===== src/sv/sfcr_pkg.sv =====
package sfcr_pkg;

    localparam logic [1:0] PH_HEADER = 2'd0;
    localparam logic [1:0] PH_SHORT  = 2'd1;
    localparam logic [1:0] PH_LONG   = 2'd2;

    localparam logic [1:0] ST_OK      = 2'd0;
    localparam logic [1:0] ST_BAD_LEN = 2'd1;
    localparam logic [1:0] ST_BAD_SUM = 2'd2;

    localparam logic [7:0]  LEN_SHORT  = 8'd7;
    localparam logic [7:0]  LEN_LONG   = 8'd8;
    localparam logic [2:0]  IDX_LENGTH = 3'd4;
    localparam logic [31:0] SYNC_RESET = 32'h1ACF_FC1D;

    typedef struct packed {
        logic [1:0] status;
        logic [7:0] command;
        logic [7:0] argument;
        logic       has_argument;
    } result_t;

endpackage


===== src/sv/sfcr_frame.sv =====
module sfcr_frame (
    input  logic                 clk,
    input  logic                 rst_n,
    input  logic [31:0]          sync_word,
    input  logic [7:0]           rx_byte,
    input  logic                 advance,
    output logic                 emit,
    output sfcr_pkg::result_t    result
);

    logic [1:0] phase_reg, phase_next;
    logic [2:0] idx_reg, idx_next;
    logic       match_reg, match_next;
    logic [7:0] xor_reg, xor_next;
    logic [7:0] cmd_reg, cmd_next;
    logic [7:0] arg_reg, arg_next;
    logic [7:0] expect_byte;
    logic       restart;

    always_comb
    begin
        case (idx_reg[1:0])
            2'd0:    expect_byte = sync_word[31:24];
            2'd1:    expect_byte = sync_word[23:16];
            2'd2:    expect_byte = sync_word[15:8];
            default: expect_byte = sync_word[7:0];
        endcase
    end

    always_comb
    begin
        phase_next = phase_reg;
        idx_next   = idx_reg;
        match_next = match_reg;
        xor_next   = xor_reg;
        cmd_next   = cmd_reg;
        arg_next   = arg_reg;
        restart    = 1'b0;
        emit       = 1'b0;
        result     = '0;
        case (phase_reg)
            sfcr_pkg::PH_SHORT:
            begin
                if (idx_reg == 3'd0)
                begin
                    cmd_next = rx_byte;
                    xor_next = xor_reg ^ rx_byte;
                    idx_next = 3'd1;
                end
                else
                begin
                    restart = 1'b1;
                    emit    = 1'b1;
                    if (rx_byte == xor_reg)
                    begin
                        result.status  = sfcr_pkg::ST_OK;
                        result.command = cmd_reg;
                    end
                    else
                        result.status = sfcr_pkg::ST_BAD_SUM;
                end
            end
            sfcr_pkg::PH_LONG:
            begin
                if (idx_reg == 3'd0)
                begin
                    cmd_next = rx_byte;
                    xor_next = xor_reg ^ rx_byte;
                    idx_next = 3'd1;
                end
                else if (idx_reg == 3'd1)
                begin
                    arg_next = rx_byte;
                    xor_next = xor_reg ^ rx_byte;
                    idx_next = 3'd2;
                end
                else
                begin
                    restart = 1'b1;
                    emit    = 1'b1;
                    if (rx_byte == xor_reg)
                    begin
                        result.status       = sfcr_pkg::ST_OK;
                        result.command      = cmd_reg;
                        result.argument     = arg_reg;
                        result.has_argument = 1'b1;
                    end
                    else
                        result.status = sfcr_pkg::ST_BAD_SUM;
                end
            end
            default:
            begin
                if (idx_reg < sfcr_pkg::IDX_LENGTH)
                begin
                    if (rx_byte != expect_byte)
                        match_next = 1'b0;
                    xor_next   = xor_reg ^ rx_byte;
                    idx_next   = idx_reg + 3'd1;
                    phase_next = sfcr_pkg::PH_HEADER;
                end
                else if (!match_reg)
                    restart = 1'b1;
                else if (rx_byte == sfcr_pkg::LEN_SHORT || rx_byte == sfcr_pkg::LEN_LONG)
                begin
                    xor_next   = xor_reg ^ rx_byte;
                    phase_next = (rx_byte == sfcr_pkg::LEN_SHORT) ?
                                 sfcr_pkg::PH_SHORT : sfcr_pkg::PH_LONG;
                    idx_next   = 3'd0;
                end
                else
                begin
                    restart       = 1'b1;
                    emit          = 1'b1;
                    result.status = sfcr_pkg::ST_BAD_LEN;
                end
            end
        endcase
        if (restart)
        begin
            phase_next = sfcr_pkg::PH_HEADER;
            idx_next   = 3'd0;
            match_next = 1'b1;
            xor_next   = 8'd0;
            cmd_next   = 8'd0;
            arg_next   = 8'd0;
        end
    end

    always_ff @(posedge clk or negedge rst_n)
    begin
        if (!rst_n)
        begin
            phase_reg <= sfcr_pkg::PH_HEADER;
            idx_reg   <= 3'd0;
            match_reg <= 1'b1;
            xor_reg   <= 8'd0;
            cmd_reg   <= 8'd0;
            arg_reg   <= 8'd0;
        end
        else if (advance)
        begin
            phase_reg <= phase_next;
            idx_reg   <= idx_next;
            match_reg <= match_next;
            xor_reg   <= xor_next;
            cmd_reg   <= cmd_next;
            arg_reg   <= arg_next;
        end
    end

endmodule


===== src/sv/sfcr_out_reg.sv =====
module sfcr_out_reg (
    input  logic                 clk,
    input  logic                 rst_n,
    input  logic                 load,
    input  sfcr_pkg::result_t    result,
    input  logic                 out_stall,
    output logic                 ready,
    output logic                 out_valid,
    output sfcr_pkg::result_t    data
);

    logic              valid_reg;
    sfcr_pkg::result_t data_reg;

    assign ready     = !valid_reg || !out_stall;
    assign out_valid = valid_reg;
    assign data      = data_reg;

    always_ff @(posedge clk or negedge rst_n)
    begin
        if (!rst_n)
            valid_reg <= 1'b0;
        else if (load)
            valid_reg <= 1'b1;
        else if (!out_stall)
            valid_reg <= 1'b0;
    end

    always_ff @(posedge clk)
    begin
        if (load)
            data_reg <= result;
    end

endmodule


===== src/sv/sync_framed_command_receiver.sv =====
// Sync-word framed command receiver, XOR checksum.
// A frame's last byte goes through the input register, then the result register.
// Throughput: one byte per cycle while in_stall is low; an input register and the
// result register let one byte enter while a result is held by out_stall.
// Reset (rst_n, async low): header search restarts, sync_word = 0x1ACFFC1D.
module sync_framed_command_receiver (
    input  logic        clk,
    input  logic        rst_n,
    input  logic        cfg_write,
    input  logic [31:0] cfg_data,
    input  logic        in_valid,
    output logic        in_stall,
    input  logic [7:0]  rx_byte,
    output logic        out_valid,
    input  logic        out_stall,
    output logic [1:0]  status,
    output logic [7:0]  command,
    output logic [7:0]  argument,
    output logic        has_argument
);

    logic [31:0]       sync_reg;
    logic              in_valid_reg;
    logic [7:0]        in_byte_reg;
    logic              accept;
    logic              advance;
    logic              emit;
    logic              out_ready;
    sfcr_pkg::result_t frame_result;
    sfcr_pkg::result_t out_data;

    assign advance  = in_valid_reg && (!emit || out_ready);
    assign in_stall = in_valid_reg && !advance;
    assign accept   = in_valid && !in_stall;

    always_ff @(posedge clk or negedge rst_n)
    begin
        if (!rst_n)
        begin
            sync_reg     <= sfcr_pkg::SYNC_RESET;
            in_valid_reg <= 1'b0;
        end
        else
        begin
            if (cfg_write)
                sync_reg <= cfg_data;
            if (accept)
                in_valid_reg <= 1'b1;
            else if (advance)
                in_valid_reg <= 1'b0;
        end
    end

    always_ff @(posedge clk)
    begin
        if (accept)
            in_byte_reg <= rx_byte;
    end

    sfcr_frame u_frame (
        .clk       (clk),
        .rst_n     (rst_n),
        .sync_word (sync_reg),
        .rx_byte   (in_byte_reg),
        .advance   (advance),
        .emit      (emit),
        .result    (frame_result)
    );

    sfcr_out_reg u_out (
        .clk       (clk),
        .rst_n     (rst_n),
        .load      (advance && emit),
        .result    (frame_result),
        .out_stall (out_stall),
        .ready     (out_ready),
        .out_valid (out_valid),
        .data      (out_data)
    );

    assign status       = out_data.status;
    assign command      = out_data.command;
    assign argument     = out_data.argument;
    assign has_argument = out_data.has_argument;

endmodule


===== config.mk =====
export PLATFORM = sky130hd
export DESIGN_NAME = sync_framed_command_receiver
export DESIGN_NICKNAME = d
export VERILOG_FILES = /design/src/sv/sfcr_pkg.sv /design/src/sv/sfcr_frame.sv /design/src/sv/sfcr_out_reg.sv /design/src/sv/sync_framed_command_receiver.sv
export SDC_FILE = /design/constraint.sdc
export NUM_CORES = 1
export LEC_CHECK = 0
export BUFFER_PORTS_ARGS = -buffer_cell sky130_fd_sc_hd__buf_2
export CORE_ASPECT_RATIO = 1.4
export CORE_UTILIZATION = 45
export DETAILED_ROUTE_END_ITERATION = 10
export MAX_ROUTING_LAYER = met4
export PLACE_DENSITY = 0.68
export SYNTH_ARGS = -nofsm -noshare
export SYNTH_HDL_FRONTEND = slang
export SYNTH_HIERARCHICAL = 1
export SYNTH_SLANG_ARGS = --single-unit
export TNS_END_PERCENT = 1

===== constraint.sdc =====
create_clock -name clk -period 3.1 [get_ports clk]
set_input_delay 0.31 -clock clk [delete_from_list [all_inputs] [get_ports clk]]
set_output_delay 0.31 -clock clk [all_outputs]
set_load 0.03 [all_outputs]

==> impl_metrics.yaml <==
grt:
  grt_busiest_layer: "met2"
  grtUsageTotal_pct: 18.4
  grt_overflow: 0
  antenna_found_initial: 0
  grt_first_pass_wirelength_um: 14000
  grt_max_degree: 33
  met1_usage_pct: 22.0
  grt_util_met3_pct: 3.67
  met2_usage_pct: 30.5
  grt_pass1_vias: 2878
drt:
  drc_errors: 0
  drt_iter0_drc: 241
  wl_um: 8320
  vias: 2864
  wire_per_inst_um: 15.4
  firstDrtPassIters: 4
  vias_per_cell: 5.30
  antenna_left: 0
logic_synthesis:
  synthCells: 354
  synth_cell_types: 50
  synth_edf_count: 27
  yosys-top-cells-area: "dfrtp_1 (25%), edfxtp_1 (18%), dfstp_2 (12%)"
  async_flop_share_pct: 70.3
  yosys.area.top_type: "dfrtp_1"
  synth_top_area_share_pct: 25.0
  synth_seq_cells: 91
  syn_area_per_cell_um2: 12.4
  syn_nets: 406
  synth-warning-count: 6
  syn_area_um2: 4400
  ys_seq_area_share_pct: 55.4
  synth_ff_type: "dfrtp_1"
critical_path:
  crit_arrival_ns: 3.21
  critPathSlowestCell: "or4b_4"
  rr_endpoint: "u_frame/xor_reg[2]$_DFFE_PN0P_"
  regToRegSetupSlack_ns: 0.16
  rr_worst_depth: 9
  critPathCaptureType: "flop"
  crit_chain: "or4b_4 -> a21o_1 -> nor3b_1 -> or2_2 -> a21boi_0 -> o21ai_1 -> a31o_2 -> or2_1 -> o21ai_1"
  crit_top_cell: "o21ai_1"
  critPathMaxStageDelay_ns: 0.53
  cp_max_fo: 13
  cp-start-kind: "flop"
  critPathKind: "flop to flop"
  worst-endpoint-required_ns: 3.36
  regToRegStartpoint: "in_byte_reg[3]$_DFFE_PP_"
clock_network:
  cts_max_level: 3
  postCtsSetupBuffers: 0
  tritoncts: "done"
  root_buffer: "clkbuf_16"
  insertion_delay_ns: 0.34
  hold_buffers: 0
  cts.sinks: 91
  clk_pin_slew_ns: 0.07
  max-clock-path-buffers: 2
  cts_made_buffers: 9
run:
  maxCapViolCount: 0
layout:
  fin_area_um2: 5130
  nets: 477
  final_cell_mix: "buf_2 (65), dfrtp_1 (44), nand2_1 (33), mux2_4 (30), o21ai_0 (28)"
  largest_reg_flops: 32
  drive_above_1_share_pct: 36.5
  syn_to_final_growth_pct: 16.8
  fin_util_pct: 54.3
  layout_commonest_cell: "buf_2"
  n_antenna_cell: 0
floorplanning:
  die-height_um: 119
  die_w_um: 85.5
  die_area_um2: 10200
  start_util_pct: 46.5
  core_um2: 9460
  boundaryPins: 66
  rows: 42
timing:
  setup_viol: 0
  hold_viol_final: 0
  max_slew_margin_pct: 34.0
  tightest_slew_ns: 0.991
  rsz0062_at_grt: "false"
  hold-worst-slack_ns: 0.00242
  skew_ns: 0.00767
  fin_crit_ns: 2.94
  period_share_pct: 94.9
  fmax_ghz: 0.340
  tns_ns: 0
  slew_viol_final: 0
power:
  p_per_area_nw_per_um2: 785
  leakagePower_nw: 2.30
  ir_drop_mv: 0.411
placed_design:
  dp_hpwl_um: 6100
  portBuffers: 65
  gp_routability_congestion: 0.814
  dpl-instance-area_um2: 4810
outcome:
  status: "complete, no violations"
worst_hold_path:
  hold_class: "input pin to asynchronous set/reset pin"
[cell usage after synthesis (2+ instances only)]
master	instances
buf_6	4
inv_1	18
mux2i_1	9
a31oi_1	2
and3_1	9
xnor2_1	15
a222oi_1	8
o21ai_1	8
mux2_4	30
nand2_1	33
a21o_1	2
o41ai_1	3
nand4_1	4
mux2_2	2
nor3_1	2
clkbuf_1	5
or4_1	2
ha_1	7
a21oi_1	3
o31ai_1	2
edfxtp_1	27
nor2_1	13
nor3b_1	2
o21ai_2	3
buf_12	3
dfrtp_1	44
dfstp_2	20
and2_1	9
nor2b_1	3
buf_1	2
nand2b_1	9
buf_2	6
o21ai_0	28
[cell families after synthesis]
group	Yosys count	synth area share, %
and+or+nand+nor	93	11.0
DFF	91	55.4
buffers and inverters	39	5.32
AOI/OAI and AO/OA	67	10.2
muxes	41	12.8
xor gates and xnor gates	16	3.19
adders and majority gates	7	1.99
[power by group]
group / switching (mW) / internal (mW) / total [mW]
logic: 0.706 / 0.552 / 1.26
clock network: 0.480 / 0.640 / 1.12
registers: 0.160 / 1.49 / 1.65
[repair_timing]
item | CTS | global route
hold endpoints to repair | 0 | 0
gates resized for setup | 0 | 2
endpoints found under the setup margin | 0 | 30
[per-stage QoR]
step                instances  power [mW]  worst slack (ns)
finish                    540        4.03             0.157
floorplan                 354        2.59             0.168
global route              540        4.28            0.0327
detailed placement        524        2.92             0.124
CTS                       540        4.05             0.102
global placement          524        2.89             0.207
[worst max-delay path: cells and delay by family, from the launching register on]
| family | cells | cell delay, ns |
|---|---|---|
| AND/OR/NAND/NOR | 4 | 1.35 |
| AO/OA/AOI/OAI | 5 | 1.02 |
| flip-flops | 1 | 0.49 |
[layout make-up]
type                       count  area, um2
inverter                      18       67.6
tap                          110        138
fill                         780       4320
clock inverter                 7       87.6
sequential                    91       2440
clock buffer                   9        225
multi-input combinational    224       1730
timing repair buffer          81        445
[how the worst max path moves through the flow]
stage	from	to	slack (ns)	depth (start not counted)
detailed placement	in_byte_reg[4]$_DFFE_PP_	u_frame/xor_reg[2]$_DFFE_PN0P_	0.12	9
global placement	in_byte_reg[4]$_DFFE_PP_	u_frame/xor_reg[4]$_DFFE_PN0P_	0.21	9
global route	in_byte_reg[3]$_DFFE_PP_	u_frame/xor_reg[5]$_DFFE_PN0P_	0.03	9
finish	in_byte_reg[3]$_DFFE_PP_	u_frame/xor_reg[2]$_DFFE_PN0P_	0.16	9
CTS	in_byte_reg[4]$_DFFE_PP_	u_frame/xor_reg[2]$_DFFE_PN0P_	0.10	9
floorplan	in_byte_reg[4]$_DFFE_PP_	u_frame/xor_reg[5]$_DFFE_PN0P_	0.17	10
[routing by layer]
metal	up-vias	wire, um
li1	1398	-
met1	1371	3560
met2	80	4250
met3	15	342
met4	0	167
met5	-	0
(Power assumes the default switching activity.)
